**src/hw/rtl/wds_pkg.sv**
```systemverilog
// Package: types, codes and reset values for the widget discovery sequencer.
`timescale 1ns / 1ps

package wds_pkg;

  localparam int unsigned INTERVAL_W = 16;
  localparam int unsigned VERSION_W  = 8;
  localparam int unsigned CFG_IDX_W  = 2;
  localparam int unsigned CFG_DATA_W = 16;
  localparam int unsigned IN_DATA_W  = 88;
  localparam int unsigned IN_USER_W  = 4;
  localparam int unsigned OUT_DATA_W = 88;

  localparam logic [INTERVAL_W-1:0] INTERVAL_RESET  = 16'd200;
  localparam logic [VERSION_W-1:0]  DUAL_A_RESET    = 8'd2;
  localparam logic [VERSION_W-1:0]  DUAL_B_RESET    = 8'd3;

  // configuration register indexes
  localparam logic [CFG_IDX_W-1:0] REG_INTERVAL = 2'd0;
  localparam logic [CFG_IDX_W-1:0] REG_DUAL_A   = 2'd1;
  localparam logic [CFG_IDX_W-1:0] REG_DUAL_B   = 2'd2;

  // command codes
  localparam logic [3:0] CMD_START   = 4'd0;
  localparam logic [3:0] CMD_TICK    = 4'd1;
  localparam logic [3:0] CMD_MANUF   = 4'd2;
  localparam logic [3:0] CMD_DEVICE  = 4'd3;
  localparam logic [3:0] CMD_SERIAL  = 4'd4;
  localparam logic [3:0] CMD_PARAMS  = 4'd5;
  localparam logic [3:0] CMD_HW      = 4'd6;
  localparam logic [3:0] CMD_SNIFFER = 4'd7;
  localparam logic [3:0] CMD_REMOVED = 4'd8;

  // request codes
  localparam logic [2:0] REQ_NONE   = 3'd0;
  localparam logic [2:0] REQ_MANUF  = 3'd1;
  localparam logic [2:0] REQ_DEVICE = 3'd2;
  localparam logic [2:0] REQ_SERIAL = 3'd3;
  localparam logic [2:0] REQ_PARAMS = 3'd4;
  localparam logic [2:0] REQ_HW     = 3'd5;
  localparam logic [2:0] REQ_KEY    = 3'd6;

  // outcome codes
  localparam logic [1:0] OUT_PENDING = 2'd0;
  localparam logic [1:0] OUT_SUCCESS = 2'd1;
  localparam logic [1:0] OUT_FAILED  = 2'd2;
  localparam logic [1:0] OUT_SNIFFER = 2'd3;

  localparam logic [1:0] SNIFFER_MAX = 2'd3;

  typedef enum logic [2:0] {
    PH_IDLE   = 3'd0,
    PH_MANUF  = 3'd1,
    PH_DEVICE = 3'd2,
    PH_SERIAL = 3'd3,
    PH_PARAMS = 3'd4,
    PH_HW     = 3'd5
  } phase_t;

  typedef struct packed {
    phase_t                 phase;
    logic [INTERVAL_W-1:0]  wait_timer;
    logic [15:0]            vendor;
    logic [15:0]            product;
    logic [31:0]            serial;
    logic                   fw_valid;
    logic [15:0]            firmware;
    logic                   dual;
    logic [1:0]             sniffer_count;
  } seq_state_t;

  typedef struct packed {
    logic [INTERVAL_W-1:0] interval_ticks;
    logic [VERSION_W-1:0]  dual_version_a;
    logic [VERSION_W-1:0]  dual_version_b;
  } seq_cfg_t;

  typedef struct packed {
    logic [3:0]  command;
    logic [9:0]  payload_length;
    logic [15:0] id_value;
    logic [31:0] serial_value;
    logic [15:0] firmware_value;
    logic [7:0]  hw_version;
  } seq_item_t;

  // packed so that request sits in the lowest bits
  typedef struct packed {
    logic        twin_port;
    logic [15:0] firmware_out;
    logic        has_firmware;
    logic [31:0] serial_out;
    logic [15:0] product_id;
    logic [15:0] vendor_id;
    logic [1:0]  outcome;
    logic [2:0]  request;
  } seq_result_t;

endpackage

```
**src/hw/rtl/widget_discovery_sequencer.sv**
```systemverilog
// Top level: discovery sequencer with stream ports and configuration registers.
// A result is registered onto the master side in the cycle after its event is accepted.
// Throughput: one event per cycle unless m_tready stalls it; the single output register
// refills in the cycle it drains, fed by combinational next-state logic in wds_step.
// Reset (rst, synchronous): idle phase, captured values and sniffer count cleared,
// registers at interval 200 and dual-port codes 2 and 3, no result held.
`timescale 1ns / 1ps

module widget_discovery_sequencer (
  input  logic                               clk,
  input  logic                               rst,
  input  logic                               s_tvalid,
  output logic                               s_tready,
  // payload_length, id_value, serial_value, firmware_value, hw_version, zero pad
  input  logic [wds_pkg::IN_DATA_W-1:0]      s_tdata,
  // command
  input  logic [wds_pkg::IN_USER_W-1:0]      s_tuser,
  output logic                               m_tvalid,
  input  logic                               m_tready,
  // request, outcome, vendor_id, product_id, serial_out, has_firmware,
  // firmware_out, twin_port, zero pad
  output logic [wds_pkg::OUT_DATA_W-1:0]     m_tdata,
  input  logic                               cfg_valid,
  output logic                               cfg_ready,
  input  logic [wds_pkg::CFG_IDX_W-1:0]      cfg_index,
  input  logic [wds_pkg::CFG_DATA_W-1:0]     cfg_data
);

  wds_pkg::seq_cfg_t    cfg;
  wds_pkg::seq_state_t  st;
  wds_pkg::seq_state_t  st_next;
  wds_pkg::seq_item_t   item;
  wds_pkg::seq_result_t res_next;
  wds_pkg::seq_result_t res;
  logic                 in_fire;

  assign cfg_ready = 1'b1;
  assign s_tready  = !m_tvalid || m_tready;
  assign in_fire   = s_tvalid && s_tready;

  assign item.command        = s_tuser[3:0];
  assign item.payload_length = s_tdata[9:0];
  assign item.id_value       = s_tdata[25:10];
  assign item.serial_value   = s_tdata[57:26];
  assign item.firmware_value = s_tdata[73:58];
  assign item.hw_version     = s_tdata[81:74];

  always_ff @(posedge clk) begin
    if (rst) begin
      cfg.interval_ticks <= wds_pkg::INTERVAL_RESET;
      cfg.dual_version_a <= wds_pkg::DUAL_A_RESET;
      cfg.dual_version_b <= wds_pkg::DUAL_B_RESET;
    end else if (cfg_valid) begin
      if (cfg_index == wds_pkg::REG_INTERVAL) begin
        cfg.interval_ticks <= cfg_data;
      end
      if (cfg_index == wds_pkg::REG_DUAL_A) begin
        cfg.dual_version_a <= cfg_data[wds_pkg::VERSION_W-1:0];
      end
      if (cfg_index == wds_pkg::REG_DUAL_B) begin
        cfg.dual_version_b <= cfg_data[wds_pkg::VERSION_W-1:0];
      end
    end
  end

  wds_step u_step (
    .cur  (st),
    .cfg  (cfg),
    .item (item),
    .nxt  (st_next),
    .res  (res_next)
  );

  always_ff @(posedge clk) begin
    if (rst) begin
      st.phase         <= wds_pkg::PH_IDLE;
      st.wait_timer    <= '0;
      st.vendor        <= '0;
      st.product       <= '0;
      st.serial        <= '0;
      st.fw_valid      <= 1'b0;
      st.firmware      <= '0;
      st.dual          <= 1'b0;
      st.sniffer_count <= '0;
    end else if (in_fire) begin
      st <= st_next;
    end
  end

  always_ff @(posedge clk) begin
    if (rst) begin
      m_tvalid <= 1'b0;
    end else if (in_fire) begin
      m_tvalid <= 1'b1;
    end else if (m_tready) begin
      m_tvalid <= 1'b0;
    end
  end

  always_ff @(posedge clk) begin
    if (in_fire) begin
      res <= res_next;
    end
  end

  assign m_tdata = {1'b0, res};

  // no timer runs while idle
  a_idle_timer: assert property (@(posedge clk) disable iff (rst)
    (st.phase == wds_pkg::PH_IDLE) |-> (st.wait_timer == '0))
    else $error("timer running in idle phase");

  // a start transaction always yields a manufacturer request and clears the sniffer count
  a_start: assert property (@(posedge clk) disable iff (rst)
    (in_fire && (s_tuser[3:0] == wds_pkg::CMD_START)) |=>
    (m_tvalid && (res.request == wds_pkg::REQ_MANUF) && (st.phase == wds_pkg::PH_MANUF) &&
     (st.sniffer_count == '0)))
    else $error("start did not restart discovery");

  // an outcome other than pending always leaves the sequencer idle
  a_outcome_idle: assert property (@(posedge clk) disable iff (rst)
    (in_fire && (res_next.outcome != wds_pkg::OUT_PENDING)) |=>
    (st.phase == wds_pkg::PH_IDLE))
    else $error("outcome reported while still running");

  // the output register never blocks input when empty
  a_ready: assert property (@(posedge clk) disable iff (rst)
    !m_tvalid |-> s_tready)
    else $error("input stalled with empty output register");

endmodule

```
**src/hw/rtl/wds_step.sv**
```systemverilog
// Next-state and result logic for one discovery event.
`timescale 1ns / 1ps

module wds_step (
  input  wds_pkg::seq_state_t  cur,
  input  wds_pkg::seq_cfg_t    cfg,
  input  wds_pkg::seq_item_t   item,
  output wds_pkg::seq_state_t  nxt,
  output wds_pkg::seq_result_t res
);

  logic       running;
  logic       need_hw;
  logic       timed_out;
  logic [2:0] req;
  logic [1:0] outc;
  logic [1:0] done_code;

  assign running   = (cur.phase != wds_pkg::PH_IDLE);
  assign need_hw   = (cur.vendor == 16'd0) && (cur.product == 16'd0);
  assign timed_out = (cur.wait_timer <= 16'd1);
  assign done_code = (cur.sniffer_count > 2'd1) ? wds_pkg::OUT_SNIFFER : wds_pkg::OUT_SUCCESS;

  always_comb begin
    nxt  = cur;
    req  = wds_pkg::REQ_NONE;
    outc = wds_pkg::OUT_PENDING;
    if (item.command == wds_pkg::CMD_START) begin
      nxt.vendor        = '0;
      nxt.product       = '0;
      nxt.serial        = '0;
      nxt.fw_valid      = 1'b0;
      nxt.firmware      = '0;
      nxt.dual          = 1'b0;
      nxt.sniffer_count = '0;
      nxt.phase         = wds_pkg::PH_MANUF;
      nxt.wait_timer    = cfg.interval_ticks;
      req               = wds_pkg::REQ_MANUF;
    end else if (running) begin
      unique case (item.command)
        wds_pkg::CMD_TICK: begin
          if (timed_out) begin
            unique case (cur.phase)
              wds_pkg::PH_MANUF: begin
                req            = wds_pkg::REQ_DEVICE;
                nxt.phase      = wds_pkg::PH_DEVICE;
                nxt.wait_timer = cfg.interval_ticks;
              end
              wds_pkg::PH_DEVICE: begin
                req            = wds_pkg::REQ_SERIAL;
                nxt.phase      = wds_pkg::PH_SERIAL;
                nxt.wait_timer = cfg.interval_ticks;
              end
              wds_pkg::PH_PARAMS: begin
                if (need_hw) begin
                  req            = wds_pkg::REQ_HW;
                  nxt.phase      = wds_pkg::PH_HW;
                  nxt.wait_timer = cfg.interval_ticks;
                end else begin
                  outc           = done_code;
                  nxt.phase      = wds_pkg::PH_IDLE;
                  nxt.wait_timer = '0;
                end
              end
              wds_pkg::PH_HW: begin
                outc           = done_code;
                nxt.phase      = wds_pkg::PH_IDLE;
                nxt.wait_timer = '0;
              end
              default: begin
                outc           = wds_pkg::OUT_FAILED;
                nxt.phase      = wds_pkg::PH_IDLE;
                nxt.wait_timer = '0;
              end
            endcase
          end else begin
            nxt.wait_timer = cur.wait_timer - 16'd1;
          end
        end
        wds_pkg::CMD_MANUF: begin
          if (item.payload_length >= 10'd2) begin
            nxt.vendor = item.id_value;
            if (cur.phase == wds_pkg::PH_MANUF) begin
              req            = wds_pkg::REQ_DEVICE;
              nxt.phase      = wds_pkg::PH_DEVICE;
              nxt.wait_timer = cfg.interval_ticks;
            end
          end
        end
        wds_pkg::CMD_DEVICE: begin
          if (item.payload_length >= 10'd2) begin
            nxt.product = item.id_value;
            if (cur.phase == wds_pkg::PH_DEVICE) begin
              req            = wds_pkg::REQ_SERIAL;
              nxt.phase      = wds_pkg::PH_SERIAL;
              nxt.wait_timer = cfg.interval_ticks;
            end
          end
        end
        wds_pkg::CMD_SERIAL: begin
          if (item.payload_length == 10'd4) begin
            nxt.serial = item.serial_value;
          end
          req            = wds_pkg::REQ_PARAMS;
          nxt.phase      = wds_pkg::PH_PARAMS;
          nxt.wait_timer = cfg.interval_ticks;
        end
        wds_pkg::CMD_PARAMS: begin
          if (item.payload_length >= 10'd5) begin
            nxt.fw_valid = 1'b1;
            nxt.firmware = item.firmware_value;
          end
          if (need_hw) begin
            req            = wds_pkg::REQ_HW;
            nxt.phase      = wds_pkg::PH_HW;
            nxt.wait_timer = cfg.interval_ticks;
          end else begin
            outc           = done_code;
            nxt.phase      = wds_pkg::PH_IDLE;
            nxt.wait_timer = '0;
          end
        end
        wds_pkg::CMD_HW: begin
          if (item.payload_length == 10'd1) begin
            if ((item.hw_version == cfg.dual_version_a) ||
                (item.hw_version == cfg.dual_version_b)) begin
              nxt.dual = 1'b1;
              req      = wds_pkg::REQ_KEY;
            end
            outc           = done_code;
            nxt.phase      = wds_pkg::PH_IDLE;
            nxt.wait_timer = '0;
          end
        end
        wds_pkg::CMD_SNIFFER: begin
          if (cur.sniffer_count != wds_pkg::SNIFFER_MAX) begin
            nxt.sniffer_count = cur.sniffer_count + 2'd1;
          end
        end
        wds_pkg::CMD_REMOVED: begin
          outc           = wds_pkg::OUT_FAILED;
          nxt.phase      = wds_pkg::PH_IDLE;
          nxt.wait_timer = '0;
        end
        default: begin
        end
      endcase
    end
  end

  always_comb begin
    res.request      = req;
    res.outcome      = outc;
    res.vendor_id    = nxt.vendor;
    res.product_id   = nxt.product;
    res.serial_out   = nxt.serial;
    res.has_firmware = nxt.fw_valid;
    res.firmware_out = nxt.firmware;
    res.twin_port    = nxt.dual;
  end

endmodule

```
**config.mk**
```make
export PLATFORM = sky130hd
export DESIGN_NAME = widget_discovery_sequencer
export DESIGN_NICKNAME = d
export VERILOG_FILES = /design/src/hw/rtl/wds_pkg.sv /design/src/hw/rtl/widget_discovery_sequencer.sv /design/src/hw/rtl/wds_step.sv
export SDC_FILE = /design/constraint.sdc
export NUM_CORES = 1
export LEC_CHECK = 0
export BUFFER_PORTS_ARGS = -buffer_cell sky130_fd_sc_hd__buf_2
export CAP_MARGIN = 20
export CORE_MARGIN = 5
export CORE_UTILIZATION = 43
export CTS_CLUSTER_SIZE = 24
export DETAILED_ROUTE_END_ITERATION = 8
export GPL_TIMING_DRIVEN = 0
export SYNTH_ARGS = -nofsm -noshare
export SYNTH_HDL_FRONTEND = slang
export SYNTH_HIERARCHICAL = 1
export SYNTH_SLANG_ARGS = --single-unit
```
**constraint.sdc**
```tcl
create_clock -name clk -period 4.1 [get_ports clk]
set_clock_uncertainty 0.15 [all_clocks]
set_input_delay 0.205 -clock clk [delete_from_list [all_inputs] [get_ports clk]]
set_output_delay 0.205 -clock clk [all_outputs]
set_load 0.1 [all_outputs]
```
==> summary.txt, run 1 <==
Status
  – Status: completed

Logic synthesis
  – Synth Register Bits: 223
  – Synth Area in Compound Gates: 21.1%
  – Sequential cell area fraction in the yosys report: 45.6%
  – Post-synth EDFFs: 87
  – Largest family of logic cells by synthesized area: compound AO/OA/AOI/OAI gates
  – Yosys cell types: 74
  – Syn nets: 1388
  – Synth async-reset ratio: 0%
  – Post-synthesis mux area share: 4.38%
  – Syn avg cell area: 9.21 um2
  – Adder-cell share of the synthesized area: 0.214%
  – Post-synthesis xor/xnor area fraction: 1.27%
  – Ys Warns: 6
  – Syn Inst Count: 1271
  – Prevailing post-synth register cell: dfxtp_1
  – Area share of and/or/nand/nor cells after synthesis: 18.0%
  – Cell Area, Synth: 11700 um2

Timing
  – Post-route setup TNS: 0 ns
  – FMAX: 0.308 GHz
  – RSZ-0062 raised after global routing: false
  – Setup-failing EPs final: 0
  – Tmin final: 3.24 ns
  – Final hold vios: 0
  – Pins Over Slew Limit: 0
  – Slew @ Worst Pin: 1.04 ns
  – Slew margin rel.: 30.0%
  – Final period util: 79.1%

Floorplan
  – Initial core utilization: 43.6%
  – Die area: 30600 um2
  – Die W: 175 um
  – Die Height: 175 um
  – Num ports: 206
  – Core Rows: 60
  – Area of the core: 26900 um2

GRT
  – GRT Residual Overflow: 0
  – First-pass GRT wire length: 54.4 mm
  – Number of global-route vias before repair: 10000
  – Largest net degree at the start of global routing: 66
  – Gr usage total: 21.6%
  – Antenna violations before repair: 1

Place
  – Placed Cells: 1808
  – Port buffer count: 195
  – Final GP Congestion: 0.917
  – DP Wirelength: 24.7 mm

Pwr
  – Leakage: 0.00574 uW
  – PD cells: 365 nW/um2
  – Power, Total: 5340 uW
  – Peak supply drop: 0.000259 V

Cells and area
  – Most frequent cells in the layout: buf_2, a21oi_1, dfxtp_1, nand2_1, nand3_1
  – Antenna cells: 0
  – Final nets: 1678
  – Layout Cells excl Fill: 1921
  – Util after Layout: 54.4%
  – Proportion of layout cells with a drive suffix above 1: 30.9%
  – Most common cell after layout, fill and taps aside: buf_2
  – Area growth from synthesis to layout: 24.8%

Detailed routing
  – Router iterations before antenna repair: 5
  – Final wirelength: 34.6 mm
  – First DRT Iteration DRCs: 807
  – DR vias: 10300
  – Post-detailed-route DRC marker count: 0
  – Post-DR wirelength/cell: 18.0 um
  – Avg Vias per Cell: 5.38
  – Routed Antenna Nets: 0

Clocking
  – CTS sink cnt: 223
  – Worst-case clock buffer depth: 3
  – Clock transition at path regs: 0.06 ns
  – CTS tree: yes
  – H-Tree Level Count: 1
  – Clock Latency Late Sink: 0.54 ns
  – Setup Buffers After CTS: 0
  – Num CTS Buffers: 25
  – Root Buffer: clkbuf_16
  – CTS resizes: 0

Worst setup path
  – Top fanout value on the critical path: 10
  – R2R Path End: m_tdata[17]
  – CP delay by family, top: buffers and inverters
  – Slack of the worst reg-to-reg path: 0.88 ns
  – Largest stage delay, worst path: 0.84 ns
  – Worst setup path category: in2reg
  – Worst path bufs/invs: 6
  – Cell Chain, Critical Path: buf_2 > clkbuf_1 > nor4_1 > clkbuf_1 > clkbuf_1 > clkbuf_1 > nor2_1 > buf_4
  – FF-to-FF path depth: 7
  – Worst Setup Start Kind: input pin
  – Crit path DAT: 3.36 ns
  – Setup crit end kind: flip-flop
  – Slowest CP cell: nor4_1
  – Reg2Reg Launch Point: st[100]
  – Most frequent cell on the critical path: clkbuf_1
  – Worst path required time: 4.22 ns

Worst hold path
  – Hold Path Class: in2reg
  – Min-Delay Path Depth: 5
  – Hold endpoint: st[66]
  – Hold path startpoint: s_tdata[24]

Run
  – # Max-Cap Violations: 0
==> through the flow <==
step	cell area [um2]	worst slack, ns	hold WS (ns)
2_1_floorplan	11700	0.767	0.172
4_1_cts	14600	0.829	0.000750
6_report	14600	0.856	0.0174
3_5_place_dp	13100	0.390	0.305
3_3_place_gp	13100	0.355	0.302
5_1_grt	14600	0.650	0.0370
==> per-layer routing <==
layer / track usage, % / wire (um) / up-vias
met3: 3.48 / 1920 / 62
met1: 30.1 / 15900 / 4920
met4: 4.88 / 675 / 2
li1: - / - / 5044
met5: 0 / 20 / -
met2: 35.5 / 16000 / 303
==> registers in the layout, indices dropped and copies added, names as in the netlist <==
| register | cells |
|---|---|
| cfg | 32 |
| m_tdata | 87 |
| m_tvalid | 1 |
| st | 103 |
==> cell type report <==
class / instances / area [um2]
sequential: 223 / 5340
clock buffer: 33 / 666
tap: 341 / 427
inverter: 6 / 22.5
clock inverter: 13 / 141
fill: 2505 / 12300
multi-input combinational: 858 / 5280
buffer: 184 / 1080
timing repair buffer: 263 / 1670
==> report_power, final <==
part	internal [uW]	total, uW	switching (uW)
clock network	1330	2230	897
registers	2350	2370	20.7
logic	173	738	565
==> how the worst max path moves through the flow <==
stage	endpoint	startpoint	slack [ns]	cells after the start
6_report	m_tdata[6]	s_tuser[1]	0.86	8
4_1_cts	st[23]	st[100]	0.83	8
3_3_place_gp	m_tdata[36]	s_tuser[1]	0.35	8
2_1_floorplan	m_tdata[0]	m_tvalid	0.77	4
5_1_grt	m_tdata[20]	s_tuser[1]	0.65	8
3_5_place_dp	m_tdata[20]	s_tuser[1]	0.39	8
==> repair_timing <==
item / CTS / global route
hold buffers: 66 / 0
endpoints found under the hold margin: 85 / 0
endpoints found under the setup margin: 0 / 0
==> logic make-up (layout without fill, tap and decap cells) <==
group                      count (synthesis)  count (layout)
buffers and inverters                    190             499
muxes                                     51              51
AOI/OAI and AO/OA                        349             349
DFF                                      223             223
adders and majority gates                  2               2
other                                      2               2
xor gates and xnor gates                  17              17
and+or+nand+nor                          437             437
==> tightest hold or removal path, delay by kind of cell <==
family | cells | cell delay [ns]
AND/OR/NAND/NOR | 2 | 0.14
multiplexers | 1 | 0.13
buffers and inverters | 1 | 0.12
AO/OA/AOI/OAI | 1 | 0.05
==> Yosys cell counts, types with 3 or more instances <==
cell type | n | area (um2)
nor2b_1 | 4 | 25.0
and2_1 | 3 | 18.8
inv_1 | 6 | 22.5
nor3_1 | 21 | 105
edfxtp_1 | 87 | 2610
or3_1 | 10 | 62.6
a221o_1 | 8 | 80.1
nand2b_1 | 7 | 43.8
dfxtp_1 | 136 | 2720
and3b_1 | 3 | 26.3
buf_2 | 38 | 190
nor3b_1 | 3 | 22.5
a21bo_2 | 103 | 1030
nand3b_1 | 3 | 22.5
nor2_1 | 88 | 330
o21ai_0 | 14 | 70.1
or2_2 | 4 | 25.0
nor3_2 | 6 | 60.1
xor2_1 | 16 | 140
nand2_1 | 134 | 503
buf_4 | 87 | 653
nand3_1 | 110 | 551
clkbuf_1 | 44 | 165
buf_1 | 13 | 48.8
and3_1 | 3 | 18.8
a31oi_1 | 4 | 25.0
a21oi_1 | 177 | 886
mux2i_1 | 49 | 490
nor4_1 | 20 | 125
a22o_1 | 3 | 26.3
a211o_1 | 5 | 43.8
nand4_1 | 5 | 31.3
(Power assumes the default switching activity.)
==> inputs of run 2 (changes only) <==
--- a/config.mk
+++ b/config.mk
@@ -5,6 +5,7 @@
 export SDC_FILE = /design/constraint.sdc
 export NUM_CORES = 1
 export LEC_CHECK = 0
+export ABC_AREA = 1
 export BUFFER_PORTS_ARGS = -buffer_cell sky130_fd_sc_hd__buf_2
 export CAP_MARGIN = 20
 export CORE_MARGIN = 5
@@ -12,6 +13,7 @@
 export CTS_CLUSTER_SIZE = 24
 export DETAILED_ROUTE_END_ITERATION = 8
 export GPL_TIMING_DRIVEN = 0
+export PLACE_DENSITY = 0.66
 export SYNTH_ARGS = -nofsm -noshare
 export SYNTH_HDL_FRONTEND = slang
 export SYNTH_HIERARCHICAL = 1
==> constraint.sdc (replaced) <==
create_clock -name clk -period 2.92 [get_ports clk]
set_clock_uncertainty 0.15 [all_clocks]
set_input_delay 0.146 -clock clk [delete_from_list [all_inputs] [get_ports clk]]
set_output_delay 0.146 -clock clk [all_outputs]
set_load 0.1 [all_outputs]
==> summary.txt, run 2 <==
Status
  – Status: completed

Detailed routing
  – Post-detailed-route DRC marker count: 0 (unchanged)
  – Routed Antenna Nets: 0 (unchanged)
  – DR vias: 11800 (+14%)
  – First DRT Iteration DRCs: 848 (+5.1%)
  – Avg Vias per Cell: 4.84 (-9.9%)
  – Post-DR wirelength/cell: 14.8 um (-17%)
  – Final wirelength: 36.1 mm (+4.4%)
  – Router iterations before antenna repair: 7 (+2)

Timing
  – Tmin final: 2.67 ns
  – RSZ-0062 raised after global routing: false
  – Setup-failing EPs final: 0 (unchanged)
  – Slew @ Worst Pin: 0.931 ns (-0.110 ns)
  – Final hold vios: 0 (unchanged)
  – FMAX: 0.375 GHz
  – Slew margin rel.: 37.4% (+7.4 points)
  – Post-route setup TNS: 0 ns (unchanged)
  – Final period util: 91.3%
  – Pins Over Slew Limit: 0 (unchanged)

Worst setup path
  – Largest stage delay, worst path: 0.45 ns (-0.39 ns)
  – Cell Chain, Critical Path: nor2_1 > nand2_1 > nor2_1 > nand2_1 > nor2_1 > nand2_1 > nand2_1 > nor2_1 > nand2_2 > buf_6 > nand2_2 > nand2_1 > nand2_1 > a21oi_2 > inv_1 > nand3_1 > nand2_1 > nor2_1
  – Setup crit end kind: flip-flop
  – Worst Setup Start Kind: flip-flop
  – Most frequent cell on the critical path: nand2_1
  – Origin of the worst setup path: st[56]
  – Crit path DAT: 2.97 ns (-0.39 ns)
  – FF-to-FF path depth: 18 (+11)
  – Reg2Reg Launch Point: st[56]
  – Worst setup path category: reg2reg
  – R2R Path End: st[95]
  – Worst path required time: 3.22 ns (-1.00 ns)
  – Slack of the worst reg-to-reg path: 0.25 ns (-0.63 ns)
  – Slowest CP cell: nor2_1
  – Top fanout value on the critical path: 10 (unchanged)

Cells and area
  – Most frequent cells in the layout: nor2_1, nand2_1, buf_2, inv_1, a21oi_1
  – FILL cells: 2821 (+13%)
  – Most common cell after layout, fill and taps aside: nor2_1
  – Max reg flops: 103 (unchanged)
  – Final nets: 2145 (+28%)
  – Proportion of layout cells with a drive suffix above 1: 23.3% (-7.6 points)
  – Design area: 15700 um2 (+7.2%)
  – Top reg by flops: st
  – Area growth from synthesis to layout: 23.9%

Pwr
  – Leakage: 0.00739 uW (+29%)
  – Peak supply drop: 0.000356 V (+37%)
  – Power, Total: 8950 uW (+68%)
  – PD cells: 571 nW/um2 (+56%)

Logic synthesis
  – Cell Area, Synth: 12600 um2 (+8.0%)
  – Prevailing post-synth register cell: dfxtp_1
  – Post-synth EDFFs: 87 (unchanged)
  – Synth cell count leaders: nor2_1, nand2_1, inv_1, a21oi_1, nand3_1
  – Synth area leader: dfxtp_1
  – Synth async-reset ratio: 0% (unchanged)
  – Yosys cell types: 45 (-39%)
  – Sequential cell area fraction in the yosys report: 42.2% (-3.4 points)
  – Synth top area cells: dfxtp_1, edfxtp_1, nor2_1
  – Synth Register Bits: 223 (unchanged)
  – Syn Inst Count: 1737 (+37%)
  – Syn avg cell area: 7.28 um2 (-21%)
  – Most frequent cell after synthesis: nor2_1
  – Area share of the leading cell type in the synthesized netlist: 21.5% (-1.7 points)
  – Syn nets: 1854 (+34%)
  – Ys Warns: 6 (unchanged)

Run
  – # Max-Cap Violations: 0 (unchanged)

Floorplan
  – Num ports: 206 (unchanged)
  – Die area: 32900 um2 (+7.5%)
  – Die Height: 182 um (+3.7%)
  – Area of the core: 28900 um2 (+7.4%)
  – Initial core utilization: 43.8% (+0.26 points)
  – Core Rows: 62 (+3.3%)
  – Die W: 182 um (+3.7%)

Clocking
  – Clock Latency Late Sink: 0.52 ns (-0.02 ns)
  – CTS tree: yes
  – H-Tree Level Count: 1 (unchanged)
  – Root Buffer: clkbuf_16
  – CTS sink cnt: 223 (unchanged)
  – Worst-case clock buffer depth: 3 (unchanged)
  – CTS resizes: 0 (unchanged)
  – Clock transition at path regs: 0.06 ns (about the same)
  – Num CTS Buffers: 25 (unchanged)

GRT
  – Antenna violations before repair: 1 (unchanged)
  – Gr usage total: 21.2% (-0.39 points)
  – Largest net degree at the start of global routing: 34 (-48%)
  – Number of global-route vias before repair: 11700 (+17%)
  – GRT Residual Overflow: 0 (unchanged)
  – First-pass GRT wire length: 59.0 mm (+8.5%)

Worst hold path
  – Hold path startpoint: s_tdata[56]
  – Min-Delay Path Depth: 7 (+2)
  – Hold Path Class: in2reg
  – Hold endpoint: st[50]

Place
  – Port buffer count: 195 (unchanged)
  – Placed Instance Area: 14200 um2 (+7.9%)
  – DP Wirelength: 26.9 mm (+8.9%)
  – Final GP Congestion: 0.954 (+4.0%)
[run 2: cell type report]
type	count	area (um2)	area share (%)
Clock buffer	39	739	4.72
Tap cell	384	480	3.07
Buffer	181	1140	7.30
Timing Repair Buffer	264	1700	10.9
Clock inverter	6	83.8	0.535
Antenna cell	1	2.50	0.0160
Multi-Input combinational cell	1086	5250	33.5
Sequential cell	223	5340	34.0
Inverter	247	927	5.92
[run 2: kinds of logic (layout without fill, tap and decap cells)]
logic type / count (synthesis) / count (layout) / synth area share, %
AND/OR/NAND/NOR: 775 / 775 / 26.3
buffers and inverters: 428 / 737 / 16.4
AO/OA/AOI/OAI: 294 / 294 / 14.0
flip-flops: 223 / 223 / 42.2
XOR/XNOR: 13 / 13 / 0.900
adder cells (fa/ha/maj): 2 / 2 / 0.198
other: 2 / 3 / 0.0594
[run 2: metrics by stage]
stage,hold WS [ns],setup slack (ns),std cells,utilization [%]
global route,0.0635,0.0496,2430,54.3
floorplan,0.0651,0.0283,1737,-
CTS,0.00126,0.233,2430,54.3
finish,0.0310,0.254,2431,54.3
global placement,0.225,-0.525,2316,48.9
detailed placement,0.236,0.0820,2319,49.1
[run 2: worst max path at each step]
stage	slack [ns]	end	cells past startpoint
4_1_cts	0.23	st[95]	18
3_5_place_dp	0.08	m_tdata[86]	10
3_3_place_gp	-0.53	m_tdata[57]	5
5_1_grt	0.05	st[95]	18
6_report	0.25	st[95]	18
2_1_floorplan	0.03	m_tdata[0]	1
[run 2: power breakdown]
| group | internal (uW) | leakage, uW | switching (uW) | total (uW) |
|---|---|---|---|---|
| sequential | 3480 | 0.00200 | 141 | 3630 |
| combinational | 661 | 0.00499 | 1510 | 2170 |
| clock | 1910 | 0.000400 | 1250 | 3160 |
| total | 6060 | 0.00739 | 2890 | 8950 |
[run 2: routing by layer]
| metal | track usage (%) | share of wire [%] | routed length, um | vias up |
|---|---|---|---|---|
| met5 | 0 | 0.036 | 13 | - |
| met4 | 4.14 | 1.7 | 623 | 2 |
| met3 | 3.56 | 6.4 | 2290 | 51 |
| met2 | 36.9 | 48 | 17200 | 313 |
| met1 | 28.1 | 44 | 15900 | 5352 |
| li1 | - | - | - | 6057 |
[run 2: what timing repair did]
action | in CTS | in global routing
hold endpoints to repair | 99 | 0
hold buffers | 66 | 0
setup buffers | 0 | 0
[run 2: worst max-delay path, delay by kind of cell (launching register included)]
family	cells	cell delay, ns
buffers and inverters	2	0.25
AOI/OAI and AO/OA	1	0.16
and+or+nand+nor	15	1.73
DFF	1	0.32
==> inputs of run 3 (changes only) <==
--- a/config.mk
+++ b/config.mk
@@ -14,6 +14,7 @@
 export DETAILED_ROUTE_END_ITERATION = 8
 export GPL_TIMING_DRIVEN = 0
 export PLACE_DENSITY = 0.66
+export RECOVER_POWER = 100
 export SYNTH_ARGS = -nofsm -noshare
 export SYNTH_HDL_FRONTEND = slang
 export SYNTH_HIERARCHICAL = 1
==> summary.txt, run 3 (same netlist as run 2, synthesis figures left out) <==
Detailed routing
  – Router iterations before antenna repair: 6 (-1)
  – DR vias: 11900 (+0.81%)
  – Final wirelength: 36.4 mm (+0.88%)
  – Routed Antenna Nets: 0 (unchanged)
  – Post-detailed-route DRC marker count: 0 (unchanged)
  – Post-DR wirelength/cell: 15.0 um (+0.88%)
  – First DRT Iteration DRCs: 942 (+11%)
  – Avg Vias per Cell: 4.88 (+0.81%)

Worst hold path
  – Min-Delay Path Depth: 7 (unchanged)
  – Hold endpoint: st[50]
  – Hold Path Class: in2reg
  – Hold path startpoint: s_tdata[56]

Worst setup path
  – Cell Chain, Critical Path: dlygate4sd3_1 > clkbuf_1 > inv_1 > clkbuf_1 > clkbuf_1 > nand2_1 > nor2_1 > dlygate4sd3_1
  – Top fanout value on the critical path: 10 (unchanged)
  – Slack of the worst reg-to-reg path: 0.23 ns (-0.02 ns)
  – Largest stage delay, worst path: 0.60 ns (+0.15 ns)
  – Slowest CP cell: clkbuf_1
  – FF-to-FF path depth: 9 (-9)
  – Worst Setup Start Kind: input pin
  – Crit path DAT: 3.03 ns (+0.06 ns)
  – Worst path required time: 3.23 ns (about the same)
  – Worst setup path category: in2reg
  – Most frequent cell on the critical path: clkbuf_1
  – Reg2Reg Launch Point: st[101]
  – Worst path bufs/invs: 6 (+4)
  – R2R Path End: st[29]
  – CP delay by family, top: buffers and inverters
  – Setup crit end kind: flip-flop

Status
  – Failing checks: capacitance limit, slew limit
  – Status: finished, violations left

Timing
  – Final period util: 93.4% (+2.1 points)
  – FMAX: 0.367 GHz (-2.3%)
  – Worst hold slack: 0.0324 ns (+0.00132 ns)
  – Final hold vios: 0 (unchanged)
  – Slew margin rel.: -6.68% (-44 points)
  – Setup-failing EPs final: 0 (unchanged)
  – Tmin final: 2.73 ns (+0.0627 ns)
  – Post-route setup TNS: 0 ns (unchanged)
  – Slew @ Worst Pin: 1.60 ns (+0.669 ns)
  – RSZ-0062 raised after global routing: false
  – Pins Over Slew Limit: 34 (+34)

GRT
  – Gr usage total: 21.2% (unchanged)
  – Antenna violations before repair: 1 (unchanged)
  – Number of global-route vias before repair: 11700 (unchanged)
  – Largest net degree at the start of global routing: 34 (unchanged)
  – GRT Residual Overflow: 0 (unchanged)
  – First-pass GRT wire length: 59.0 mm (unchanged)

Floorplan
  – Initial core utilization: 43.8% (unchanged)
  – Core Rows: 62 (unchanged)
  – Die area: 32900 um2 (unchanged)
  – Area of the core: 28900 um2 (unchanged)
  – Die W: 182 um (unchanged)
  – Num ports: 206 (unchanged)
  – Die Height: 182 um (unchanged)

Cells and area
  – Util after Layout: 53.0% (-1.3 points)
  – Design area: 15300 um2 (-2.3%)
  – Final nets: 2145 (unchanged)
  – Top reg by flops: st
  – Most frequent cells in the layout: nor2_1, nand2_1, inv_1, a21oi_1, nand3_1
  – Max reg flops: 103 (unchanged)
  – Most common cell after layout, fill and taps aside: nor2_1
  – Area growth from synthesis to layout: 21.0%
  – FILL cells: 2909 (+3.1%)
  – Proportion of layout cells with a drive suffix above 1: 16.5% (-6.8 points)

Run
  – # Max-Cap Violations: 1 (+1)

Clocking
  – Worst-case clock buffer depth: 3 (unchanged)
  – Setup Buffers After CTS: 0 (unchanged)
  – Hold_buf cts: 66 (unchanged)
  – Clock transition at path regs: 0.06 ns (about the same)
  – Clock Latency Late Sink: 0.52 ns (about the same)
  – CTS sink cnt: 223 (unchanged)
  – Root Buffer: clkbuf_16
  – Num CTS Buffers: 25 (unchanged)
  – H-Tree Level Count: 1 (unchanged)
  – CTS tree: yes
  – CTS resizes: 0 (unchanged)

Place
  – Final GP Congestion: 0.954 (unchanged)
  – Placed Instance Area: 14200 um2 (unchanged)
  – Port buffer count: 195 (unchanged)
  – DP Wirelength: 26.9 mm (unchanged)

Pwr
  – Power, Total: 8900 uW (-0.58%)
  – Leakage: 0.00703 uW (-4.8%)
  – PD cells: 582 nW/um2 (+1.8%)
  – Peak supply drop: 0.000357 V (+0.27%)
-- run 3: cell types whose count changed in the layout (fill, tap and decap cells not counted), moves of 5 or more --
| cell | before | now |
|---|---|---|
| buf_2 | 245 | 148 |
| a211oi_1 | 4 | 32 |
| a21oi_1 | 178 | 183 |
| a211oi_2 | 28 | 0 |
| clkbuf_1 | 36 | 138 |
| buf_4 | 97 | 81 |
| clkbuf_4 | 0 | 11 |
| clkbuf_2 | 0 | 5 |
-- run 3: how the worst max path moves through the flow --
stage                     slack (ns)  cells after the start        from          end
after floorplan                 0.03                      1    m_tvalid   m_tdata[0]
after CTS                       0.23                     18      st[60]       st[95]
after detailed placement        0.08                     10  s_tuser[3]  m_tdata[86]
after global routing            0.03                      9     st[101]       st[29]
final                           0.19                      8         rst       cfg[8]
after global placement         -0.53                      5    s_tvalid  m_tdata[57]
-- run 3: layout make-up --
type                            count  area [um2]  share of cell area (%)
Buffer                            181        1110                    7.27
Antenna cell                        1        2.50                  0.0164
Sequential cell                   223        5340                    34.9
Timing Repair Buffer              264        1550                    10.1
Clock buffer                       39         739                    4.83
Inverter                          247         927                    6.06
Tap cell                          384         480                    3.14
Clock inverter                      6        83.8                   0.548
Multi-Input combinational cell   1086        5070                    33.2
-- run 3: report_power, final --
group | total, uW | switching (uW) | internal [uW]
clock network | 3160 | 1250 | 1910
logic | 2110 | 1490 | 613
registers | 3630 | 144 | 3490
total | 8900 | 2890 | 6010
-- run 3: through the flow --
stage | worst slack (ns) | instances
floorplan | 0.0283 | 1737
global placement | -0.525 | 2316
detailed placement | 0.0820 | 2319
CTS | 0.233 | 2430
global route | 0.0282 | 2430
finish | 0.192 | 2431
-- run 3: metal layers --
layer	vias to the layer above	global-route usage [%]	share of wire, %
met5	-	0	0.036
met1	5400	28.1	44
met4	2	4.14	1.7
met2	355	36.9	48
met3	57	3.56	6.5
li1	6056	-	-
-- run 3: tightest hold or removal path, cell delays in order --
cell      delay, ns
buf_2          0.10
inv_1          0.08
a211oi_1       0.11
inv_1          0.05
nand3_1        0.07
nand2_1        0.06
nor2_1         0.03
